`src/rtl/core/kpc_pkg.sv`:
```
`default_nettype none

package kpc_pkg;

	localparam int unsigned SCAN_W       = 8;
	localparam int unsigned KEY_W        = 3;
	localparam int unsigned NUM_CFG_REGS = 6;
	localparam int unsigned CFG_IDX_W    = 3;
	localparam int unsigned CMD_W        = 4;
	localparam int unsigned TICK_W       = 8;

	localparam int unsigned KPC_QUEUE_DEPTH = 2;

	// configuration register indexes
	localparam logic [CFG_IDX_W-1:0] REG_RUN   = 3'd0;
	localparam logic [CFG_IDX_W-1:0] REG_STOP  = 3'd1;
	localparam logic [CFG_IDX_W-1:0] REG_SET   = 3'd2;
	localparam logic [CFG_IDX_W-1:0] REG_UP    = 3'd3;
	localparam logic [CFG_IDX_W-1:0] REG_DOWN  = 3'd4;
	localparam logic [CFG_IDX_W-1:0] REG_ENTER = 3'd5;

	localparam logic [TICK_W-1:0] LONG_HOLD_LIMIT   = 8'd250;
	localparam logic [TICK_W-1:0] PRESS_LIMIT       = 8'd100;
	localparam logic [TICK_W-1:0] HOLD_RELOAD       = 8'd50;
	localparam logic [TICK_W-1:0] MIN_RELEASE_TICKS = 8'd5;

	typedef logic [KEY_W-1:0] key_idx_t;
	typedef key_idx_t [NUM_CFG_REGS-1:0] key_map_t;

	localparam key_map_t KEY_MAP_RESET = {3'd5, 3'd4, 3'd3, 3'd2, 3'd1, 3'd0};

	typedef enum logic [CMD_W-1:0] {
		CMD_NONE      = 4'd0,
		CMD_RUN       = 4'd1,
		CMD_STOP      = 4'd2,
		CMD_SET       = 4'd3,
		CMD_UP        = 4'd4,
		CMD_DOWN      = 4'd5,
		CMD_ENTER     = 4'd6,
		CMD_RUN_REL   = 4'd7,
		CMD_STOP_REL  = 4'd8,
		CMD_SET_REL   = 4'd9,
		CMD_UP_REL    = 4'd10,
		CMD_DOWN_REL  = 4'd11,
		CMD_ENTER_REL = 4'd12
	} cmd_t;

	// decoded scan sample handed from front to back
	typedef struct packed {
		logic     key_valid;
		key_idx_t key;
		logic     refuse;
		logic     is_up;
		logic     is_down;
		cmd_t     press;
	} front_item_t;

	// first matching register wins: run, stop, set, up, down, enter
	function automatic cmd_t press_lookup(input key_idx_t key, input key_map_t kmap);
		cmd_t c;
		c = CMD_NONE;
		if (kmap[REG_RUN] == key)
			c = CMD_RUN;
		else if (kmap[REG_STOP] == key)
			c = CMD_STOP;
		else if (kmap[REG_SET] == key)
			c = CMD_SET;
		else if (kmap[REG_UP] == key)
			c = CMD_UP;
		else if (kmap[REG_DOWN] == key)
			c = CMD_DOWN;
		else if (kmap[REG_ENTER] == key)
			c = CMD_ENTER;
		return c;
	endfunction

	// release priority: run, stop, up, down, set, enter
	function automatic cmd_t release_lookup(input key_idx_t key, input key_map_t kmap);
		cmd_t c;
		c = CMD_NONE;
		if (kmap[REG_RUN] == key)
			c = CMD_RUN_REL;
		else if (kmap[REG_STOP] == key)
			c = CMD_STOP_REL;
		else if (kmap[REG_UP] == key)
			c = CMD_UP_REL;
		else if (kmap[REG_DOWN] == key)
			c = CMD_DOWN_REL;
		else if (kmap[REG_SET] == key)
			c = CMD_SET_REL;
		else if (kmap[REG_ENTER] == key)
			c = CMD_ENTER_REL;
		return c;
	endfunction

endpackage

`default_nettype wire

```
`src/rtl/core/kpc_fifo.sv`:
```
`default_nettype none

module kpc_fifo #(
	parameter int unsigned WIDTH = 4,
	parameter int unsigned DEPTH = 2
) (
	input  wire logic             clk,
	input  wire logic             arst_n,
	input  wire logic             push,
	input  wire logic [WIDTH-1:0] wdata,
	output logic                  full,
	input  wire logic             pop,
	output logic      [WIDTH-1:0] rdata,
	output logic                  empty
);

	localparam int unsigned PTR_W = (DEPTH > 1) ? $clog2(DEPTH) : 1;
	localparam int unsigned CNT_W = $clog2(DEPTH + 1);

	logic [WIDTH-1:0] mem_q [DEPTH];
	logic [PTR_W-1:0] wr_ptr_q;
	logic [PTR_W-1:0] rd_ptr_q;
	logic [CNT_W-1:0] count_q;
	logic             do_push;
	logic             do_pop;

	assign full    = (count_q == CNT_W'(DEPTH));
	assign empty   = (count_q == '0);
	assign do_push = push && !full;
	assign do_pop  = pop && !empty;
	assign rdata   = mem_q[rd_ptr_q];

	always_ff @(posedge clk) begin
		if (do_push)
			mem_q[wr_ptr_q] <= wdata;
	end

	always_ff @(posedge clk or negedge arst_n) begin
		if (!arst_n) begin
			wr_ptr_q <= '0;
			rd_ptr_q <= '0;
			count_q  <= '0;
		end else begin
			if (do_push)
				wr_ptr_q <= (wr_ptr_q == PTR_W'(DEPTH - 1)) ? '0 : wr_ptr_q + 1'b1;
			if (do_pop)
				rd_ptr_q <= (rd_ptr_q == PTR_W'(DEPTH - 1)) ? '0 : rd_ptr_q + 1'b1;
			if (do_push && !do_pop)
				count_q <= count_q + 1'b1;
			else if (do_pop && !do_push)
				count_q <= count_q - 1'b1;
		end
	end

endmodule

`default_nettype wire

```
`src/rtl/core/kpc_front.sv`:
```
`default_nettype none

module kpc_front (
	input  wire logic [kpc_pkg::SCAN_W-1:0] scan_byte_0,
	input  wire logic [kpc_pkg::SCAN_W-1:0] scan_byte_1,
	input  wire logic [kpc_pkg::SCAN_W-1:0] scan_byte_2,
	input  wire logic [kpc_pkg::SCAN_W-1:0] scan_byte_3,
	input  wire kpc_pkg::key_map_t          kmap,
	output kpc_pkg::front_item_t            item
);

	import kpc_pkg::*;

	logic [SCAN_W-1:0] merged;
	key_idx_t          key;

	// merge and cut to one byte
	assign merged = scan_byte_0
		| {scan_byte_1[SCAN_W-2:0], 1'b0}
		| {scan_byte_2[SCAN_W-3:0], 2'b0}
		| {scan_byte_3[SCAN_W-4:0], 3'b0};

	always_comb begin
		key = '0;
		for (int i = 0; i < SCAN_W; i++)
			if (merged[i])
				key = KEY_W'(i);
	end

	always_comb begin
		item.key_valid = $onehot(merged);
		item.key       = key;
		item.refuse    = (key == kmap[REG_RUN]) || (key == kmap[REG_STOP])
			|| (key == kmap[REG_SET]) || (key == kmap[REG_ENTER]);
		item.is_up     = (key == kmap[REG_UP]);
		item.is_down   = (key == kmap[REG_DOWN]);
		item.press     = press_lookup(key, kmap);
	end

endmodule

`default_nettype wire

```
`src/rtl/core/kpc_back.sv`:
```
`default_nettype none

module kpc_back (
	input  wire logic                 clk,
	input  wire logic                 arst_n,
	input  wire kpc_pkg::key_map_t    kmap,
	input  wire kpc_pkg::front_item_t item,
	input  wire logic                 item_valid,
	output logic                      item_pop,
	input  wire logic                 out_full,
	output logic                      out_push,
	output kpc_pkg::cmd_t             out_cmd
);

	import kpc_pkg::*;

	key_idx_t          last_key_q;
	logic [TICK_W-1:0] hold_ticks_q;
	logic              released_q;
	logic [TICK_W-1:0] long_hold_q;

	key_idx_t          last_key_d;
	logic [TICK_W-1:0] hold_ticks_d;
	logic              released_d;
	logic [TICK_W-1:0] long_hold_d;
	logic [TICK_W-1:0] hold_inc;
	cmd_t              cmd;

	assign item_pop = item_valid && !out_full;
	assign out_push = item_pop;
	assign out_cmd  = cmd;
	assign hold_inc = hold_ticks_q + 1'b1;

	always_comb begin
		cmd          = CMD_NONE;
		last_key_d   = last_key_q;
		hold_ticks_d = hold_ticks_q;
		released_d   = released_q;
		long_hold_d  = long_hold_q;
		if (item.key_valid) begin
			// refused keys leave the state untouched unless released_q is set
			if (released_q || !item.refuse) begin
				last_key_d   = item.key;
				hold_ticks_d = hold_inc;
				if (long_hold_q > LONG_HOLD_LIMIT) begin
					long_hold_d = '0;
					if (item.is_up)
						cmd = CMD_UP;
					else if (item.is_down)
						cmd = CMD_DOWN;
					released_d = (cmd == CMD_NONE);
				end else if (hold_inc > PRESS_LIMIT) begin
					hold_ticks_d = HOLD_RELOAD;
					long_hold_d  = long_hold_q + 1'b1;
					cmd          = item.press;
					released_d   = (item.press == CMD_NONE);
				end
			end
		end else begin
			released_d = 1'b1;
			if (hold_ticks_q < MIN_RELEASE_TICKS) begin
				hold_ticks_d = '0;
				last_key_d   = '0;
				long_hold_d  = '0;
			end else begin
				cmd = release_lookup(last_key_q, kmap);
			end
		end
		if (cmd != CMD_NONE) begin
			hold_ticks_d = '0;
			last_key_d   = '0;
		end
	end

	always_ff @(posedge clk or negedge arst_n) begin
		if (!arst_n) begin
			last_key_q   <= '0;
			hold_ticks_q <= '0;
			released_q   <= 1'b1;
			long_hold_q  <= '0;
		end else if (item_pop) begin
			last_key_q   <= last_key_d;
			hold_ticks_q <= hold_ticks_d;
			released_q   <= released_d;
			long_hold_q  <= long_hold_d;
		end
	end

endmodule

`default_nettype wire

```
`src/rtl/core/keypad_press_classifier_core.sv`:
```
// Keypad press classifier: one key-scan sample in, one key command out.
//
// Input side is a queue write port: present scan_byte_0..3 with push; the
// sample transfers at a rising edge with push high and full low. Output
// side is a queue read port: while empty is low, key_command holds the
// oldest command; it transfers at a rising edge with pop high.
// Every sample yields exactly one command (zero when nothing happens).
//
// In an idle block a sample is written into the front queue, passes the
// back end into the output queue and then shows on key_command.
// One sample per cycle is sustained as long as pop keeps up; the single
// read-modify-write of the hold state in the back end sets that figure.
// A front queue and an output queue, each QUEUE_DEPTH deep, absorb a
// stalled reader; once both fill, full rises.
//
// Reset empties both queues, clears the hold state and loads the button
// map with run..enter on scan bits 0..5. Write cfg_we/cfg_index/cfg_data
// only while the block is idle; indexes 6 and 7 are ignored.
`default_nettype none

module keypad_press_classifier_core #(
	parameter int unsigned QUEUE_DEPTH = kpc_pkg::KPC_QUEUE_DEPTH
) (
	input  wire logic                         clk,
	input  wire logic                         arst_n,
	input  wire logic                         push,
	output logic                              full,
	input  wire logic [kpc_pkg::SCAN_W-1:0]   scan_byte_0,
	input  wire logic [kpc_pkg::SCAN_W-1:0]   scan_byte_1,
	input  wire logic [kpc_pkg::SCAN_W-1:0]   scan_byte_2,
	input  wire logic [kpc_pkg::SCAN_W-1:0]   scan_byte_3,
	output logic                              empty,
	input  wire logic                         pop,
	output logic      [kpc_pkg::CMD_W-1:0]    key_command,
	input  wire logic                         cfg_we,
	input  wire logic [kpc_pkg::CFG_IDX_W-1:0] cfg_index,
	input  wire logic [kpc_pkg::KEY_W-1:0]    cfg_data
);

	import kpc_pkg::*;

	localparam int unsigned ITEM_W = $bits(front_item_t);

	key_map_t          key_map_q;
	front_item_t       front_item;
	front_item_t       mid_item;
	logic [ITEM_W-1:0] mid_bits;
	logic              mid_empty;
	logic              mid_pop;
	logic              out_full;
	logic              out_push;
	cmd_t              out_cmd;

	always_ff @(posedge clk or negedge arst_n) begin
		if (!arst_n) begin
			key_map_q <= KEY_MAP_RESET;
		end else if (cfg_we) begin
			unique case (cfg_index)
				REG_RUN, REG_STOP, REG_SET, REG_UP, REG_DOWN, REG_ENTER:
					key_map_q[cfg_index] <= cfg_data;
				default: ;
			endcase
		end
	end

	kpc_front u_front (
		.scan_byte_0 (scan_byte_0),
		.scan_byte_1 (scan_byte_1),
		.scan_byte_2 (scan_byte_2),
		.scan_byte_3 (scan_byte_3),
		.kmap        (key_map_q),
		.item        (front_item)
	);

	kpc_fifo #(
		.WIDTH (ITEM_W),
		.DEPTH (QUEUE_DEPTH)
	) u_mid_q (
		.clk    (clk),
		.arst_n (arst_n),
		.push   (push),
		.wdata  (front_item),
		.full   (full),
		.pop    (mid_pop),
		.rdata  (mid_bits),
		.empty  (mid_empty)
	);

	assign mid_item = front_item_t'(mid_bits);

	kpc_back u_back (
		.clk        (clk),
		.arst_n     (arst_n),
		.kmap       (key_map_q),
		.item       (mid_item),
		.item_valid (!mid_empty),
		.item_pop   (mid_pop),
		.out_full   (out_full),
		.out_push   (out_push),
		.out_cmd    (out_cmd)
	);

	kpc_fifo #(
		.WIDTH (CMD_W),
		.DEPTH (QUEUE_DEPTH)
	) u_out_q (
		.clk    (clk),
		.arst_n (arst_n),
		.push   (out_push),
		.wdata  (out_cmd),
		.full   (out_full),
		.pop    (pop),
		.rdata  (key_command),
		.empty  (empty)
	);

endmodule

`default_nettype wire

```
`config.mk`:
```
export PLATFORM = sky130hd
export DESIGN_NAME = keypad_press_classifier_core
export DESIGN_NICKNAME = d
export VERILOG_FILES = /design/src/rtl/core/kpc_pkg.sv /design/src/rtl/core/kpc_fifo.sv /design/src/rtl/core/kpc_front.sv /design/src/rtl/core/kpc_back.sv /design/src/rtl/core/keypad_press_classifier_core.sv
export SDC_FILE = /design/constraint.sdc
export NUM_CORES = 1
export LEC_CHECK = 0
export CORE_UTILIZATION = 50
export CTS_CLUSTER_SIZE = 16
export DETAILED_ROUTE_END_ITERATION = 8
export DONT_BUFFER_PORTS = 1
export PLACE_DENSITY_LB_ADDON = 0.15
export SETUP_SLACK_MARGIN = 0.02
export SYNTH_ARGS = -nofsm -noshare
export SYNTH_HDL_FRONTEND = slang
export SYNTH_SLANG_ARGS = --single-unit
```
`constraint.sdc`:
```
create_clock -name clk -period 7.6 [get_ports clk]
set_clock_uncertainty 0.2 [all_clocks]
set_input_delay 2.28 -clock clk [delete_from_list [all_inputs] [get_ports clk]]
set_output_delay 2.28 -clock clk [all_outputs]
set_load 0.02 [all_outputs]
```
---- Word level (Yosys, flattened, before mapping) ----
Memories as Yosys holds them, arrays and structs flattened.
Index checks and enable logic that the tools add are counted.
word-level totals
  flip-flop bits (word level) ............. 46
  output and inout bits ................... 6
  bits of input ports ..................... 43
  memories kept ........................... 2
  RAM bits ................................ 30
cells by class
  bitwise operators ....................... 3
  multiplexer cells ....................... 62
  reduce and logical (&&, ||, !) cells .... 38
  eq/ne operators ......................... 29
  add/subtract/negate cells ............... 17
  order comparisons ....................... 5
memory list
  memory         words  bits a word  rd ports  clocked after Yosys merged registers in  wr ports  RTL line        source
  u_mid_q.mem_q  2      11           1         0                                        1         kpc_fifo.sv:20  logic [WIDTH-1:0] mem_q [DEPTH];
  u_out_q.mem_q  2      4            1         0                                        1         kpc_fifo.sv:20
operator list
  kind                                                         count
  two-way mux 4 bit                                            20
  two-way mux 8 bit                                            10
  == test 3 bit                                                18
  two-way mux 3 bit                                            11
  OR 8 bit                                                     3
  bitwise mux 18 bit                                           1
  adder 8 x 1 -> 8 bit (second input constant)                 2
  two-way mux 1 bit                                            13
  adder 4 bit                                                  3
  two-way mux 2 bit                                            6
  logical AND 1 bit                                            10
  demux 3 bit (select 3 bit)                                   1
  zero test 1 bit                                              9
  adder 1 x 1 -> 2 bit                                         4
  > comparator 8 x 7 -> 1 bit (second input constant)          1
  > comparator 8 bit (second input constant)                   1
  zero test 4 bit                                              2
  less-than comparator 8 x 3 -> 1 bit (second input constant)  1
  == test 3 x 2 -> 1 bit (second input constant)               2
  == test 3 bit (second input constant)                        2
  != test 3 x 1 -> 1 bit (second input constant)               2
  AND reduction 3 bit                                          2
  nonzero test 2 bit                                           3
  OR reduction 6 bit                                           1
  16 further kinds                                             26

---- Logic depth before layout (Yosys ltp) ----
  word-level depth ........................ 17
  gate-level depth with buffers ........... 11
  mapped depth without buffers ............ 10

---- By module ----
From an unflattened synthesis, not the netlist that was laid out.
unflattened totals
  cells, all modules ...................... 485
  area total of the unflattened synthesis .. 4934.7 sq um
modules (own cells, without submodules)
  module                        cells an instance  instances  area an instance (sq um)
  kpc_back                      208                1          1680.4
  kpc_fifo (u_mid_q)            53                 1          1002.2
  kpc_front                     150                1          980.9
  keypad_press_classifier_core  43                 1          789.5
  kpc_fifo (u_out_q)            31                 1          481.7

---- Worst setup path before layout ----
No wires, ideal clock.
  path kind ............................... in2reg
  from .................................... in scan_byte_1[4] (netlist name)
  to ...................................... mem u_mid_q.mem_q[0][10] (netlist name), data pin
  setup slack ............................. 2214 ps
  stages .................................. 8
  data arrival time ....................... 4981 ps
  path buffers ............................ 1
  cells stage by stage .................... or4_4 > buf_6 > ha_1 > fa_1 > fa_1 > ha_1 > fa_1 > nor4b_1
RTL lines
  item         RTL line                            source
  from (decl)  keypad_press_classifier_core.sv:29  input wire logic [kpc_pkg::SCAN_W-1:0] scan_byte_1,
  to (decl)    kpc_fifo.sv:20

==> flow_summary.yaml <==
logic_synthesis:
  synth_warnings: 0
  synth_nets: 480
  yosysTopAreaCellShare_pct: 20.7
  synth_edf_count: 28
  synthTopCellsByCount: "38 x dfrtp_1, 33 x xor2_1, 28 x edfxtp_1, 25 x mux2_2, 25 x nor2_1"
  synth_ff_type: "dfrtp_1"
  yosysUniqueCellTypes: 69
  syn_area_sq_mm: 0.00459
  async_flop_share_pct: 62.2
  synth.most_common_cell: "dfrtp_1"
  yosys.area.top_type: "dfrtp_1"
  syn_inst: 418
  yosysSeqAreaShare_pct: 43.6
  synth_top_cells_by_area: "dfrtp_1 21%, edfxtp_1 18%, xor2_1 6.3%, mux2_2 6.1%, dfstp_2 4.6%"
  synth-seq-cells: 74
  synth_area_per_cell_sq_um: 11.0
routing:
  wl_per_cell_um: 16.7
  via_count: 3148
  viasPerCell: 5.92
  drtPass1Iterations: 4
  finalWirelength_um: 8910
  antenna_left: 0
  drtIter0Drc: 83
  drc_errors: 0
setup_path:
  crit_family: "adder cells"
  start_kind: "primary input"
  crit_slowest_cell: "nor4_4"
  crit_path_max_fanout: 8
  path_buf_inv: 3
  required_ps: 7500
  end_kind: "flip-flop"
  cp_slowest_stage_delay_ps: 580
  cp_common_cell: "fa_1"
  worstSetupPathType: "in2reg"
  cp_cell_sequence: "nor4_4 -> inv_2 -> ha_1 -> inv_1 -> fa_1 -> inv_1 -> fa_1 -> ha_1 -> fa_1 -> nor4b_1"
  cp.arrival_ps: 5240
final_layout:
  syn2layout_area_growth_pct: 5.67
  drive_gt1_share_pct: 17.5
  fin_util_pct: 55.0
  insertedDiodeCount: 0
  fin_nets: 481
sta:
  hold_ws_ps: 308
  fin_crit_ps: 5340
  setup_violations: 0
  final-hold-violation-count: 0
  slew_headroom_pct: 33.9
  tightest_slew_ps: 988
  fmax_ghz: 0.187
  slew_viol_final: 0
  rsz0062_at_grt: "false"
  period_share_pct: 70.3
  finalSetupTns_ps: 0
clocking:
  ctsHoldBuffers: 0
  cts-resized-gates: 0
  path_clk_slew_ps: 70
  htreeDepth: 3
  clk_latency_ps: 340
  cts_setup_buffers: 0
  cts_tree: "built"
  cts_buffer_depth: 2
  cts.sinks: 74
  cts-buffers-inserted: 9
  root_buffer: "clkbuf_8"
power:
  power_frac_clock_pct: 17.4
  switching_share_pct: 39.5
  ir_worst_vdd_mv: 0.172
  p_switching_mw: 0.641
  power_mw: 1.62
  leakage_nw: 1.90
  p_per_area_mw_per_mm2: 335
  intPower_mw: 0.982
  p_seq_share_pct: 42.0
  comb_power_share_pct: 40.6
global_route:
  grt_overflow: 0
  grt-busiest-layer: "met2"
  antenna_found_initial: 0
  grtUsageMet1_pct: 25.4
  grt_pass1_wl_um: 15300
  grt_max_degree: 47
  use_met3_pct: 3.87
  grt_usage_pct: 20.0
  grt_pass1_vias: 3197
  use_met2_pct: 34.9
floorplanning:
  die-area_sq_mm: 0.00956
  row_count: 34
  die_h_um: 97.8
  start_util_pct: 52.1
  coreArea_sq_mm: 0.00881
  die_w_um: 97.8
  ios: 49
placement:
  gp_congestion: 0.848
  dp_hpwl_um: 6660
  portBuffers: 0
hold_path:
  hp-class: "reg2reg"
status:
  outcome: "finished clean"
job:
  max_cap_viol_count: 0
==> cell families after synthesis <==
group,synth area share [%]
DFF,43.6
xor gates and xnor gates,8.59
adders and majority gates,5.84
AOI/OAI and AO/OA,13.6
muxes,7.91
and+or+nand+nor,16.7
buffers and inverters,3.74
==> per-stage QoR <==
stage	setup slack, ps	std cells	instance area, sq um
final	2260	532	4850
after global routing	2090	532	4850
after CTS	2300	532	4850
after detailed placement	1950	516	4660
after global placement	1980	516	4660
after floorplan	2210	418	4590
==> area by class of cell <==
class,instances,area [sq um]
Fill cell,774,3960
Sequential cell,74,2000
Clock inverter,2,10.0
Clock buffer,14,174
Timing Repair Buffer,2,15.0
Tap cell,108,135
Inverter,26,97.6
Multi-Input combinational cell,306,2410
==> worst register-to-register path, stage by stage (launching register included) <==
cell and delay, ps:
dfrtp_1 810, mux2_2 470, a31o_1 270, or2_1 290, o41ai_4 800, nor4_1 140, a22o_1 250
==> flip-flops by register name, indices dropped and copies added (netlist names) <==
signal	flops
u_mid_q.rd_ptr_q	1
u_mid_q.mem_q	20
u_out_q.count_q	2
u_back.released_q	1
u_mid_q.wr_ptr_q	1
u_mid_q.count_q	2
u_back.hold_ticks_q	8
u_out_q.wr_ptr_q	1
u_out_q.rd_ptr_q	1
u_out_q.mem_q	8
key_map_q	18
u_back.last_key_q	3
u_back.long_hold_q	8
==> worst paths after layout <==
| path | slack [ps] | depth (start not counted) | from | endpoint |
|---|---|---|---|---|
| max | 2260 | 10 | scan_byte_1[5] | u_mid_q.mem_q[0][10]$_DFFE_PP_ |
| min | 310 | 1 | u_out_q.wr_ptr_q$_DFFE_PN0P_ | u_out_q.wr_ptr_q$_DFFE_PN0P_ |
| max reg2reg | 4260 | 6 | u_mid_q.rd_ptr_q$_DFFE_PN0P_ | u_back.hold_ticks_q[3]$_DFFE_PN0P_ |
| min reg2reg | 310 | 1 | u_out_q.wr_ptr_q$_DFFE_PN0P_ | u_out_q.wr_ptr_q$_DFFE_PN0P_ |
| max in group asynchronous | 5580 | 0 | arst_n | key_map_q[17]$_DFFE_PN1P_ |
| min in group asynchronous | 1430 | 0 | arst_n | u_back.long_hold_q[5]$_DFFE_PN0P_ |
==> routing by layer <==
layer	vias to the layer above	share of wire (%)
met5	-	0
met4	0	0.90
met3	10	2.5
met2	36	50
met1	1559	46
li1	1543	-
==> power groups by stage <==
stage	Clock (mW)	Combinational, mW	Sequential (mW)
global placement	0	0.644	0.681
detailed placement	0	0.659	0.689
CTS	0.291	0.663	0.682
finish	0.282	0.659	0.682
global route	0.307	0.729	0.698
floorplan	0	0.595	0.622
==> cells in the final DEF (no fill, tap or decap), types with 10 or more instances in the layout <==
master	Yosys	routed
dfrtp_1	38	38
edfxtp_1	28	28
nand2_1	23	23
nor2_1	25	25
xor2_1	33	33
mux2_2	25	25
inv_1	20	20
nor3_1	17	17
clkbuf_8	0	10
o31ai_1	15	15
ha_1	15	15
xnor2_1	12	12
Power figures use the tool's default switching activity.
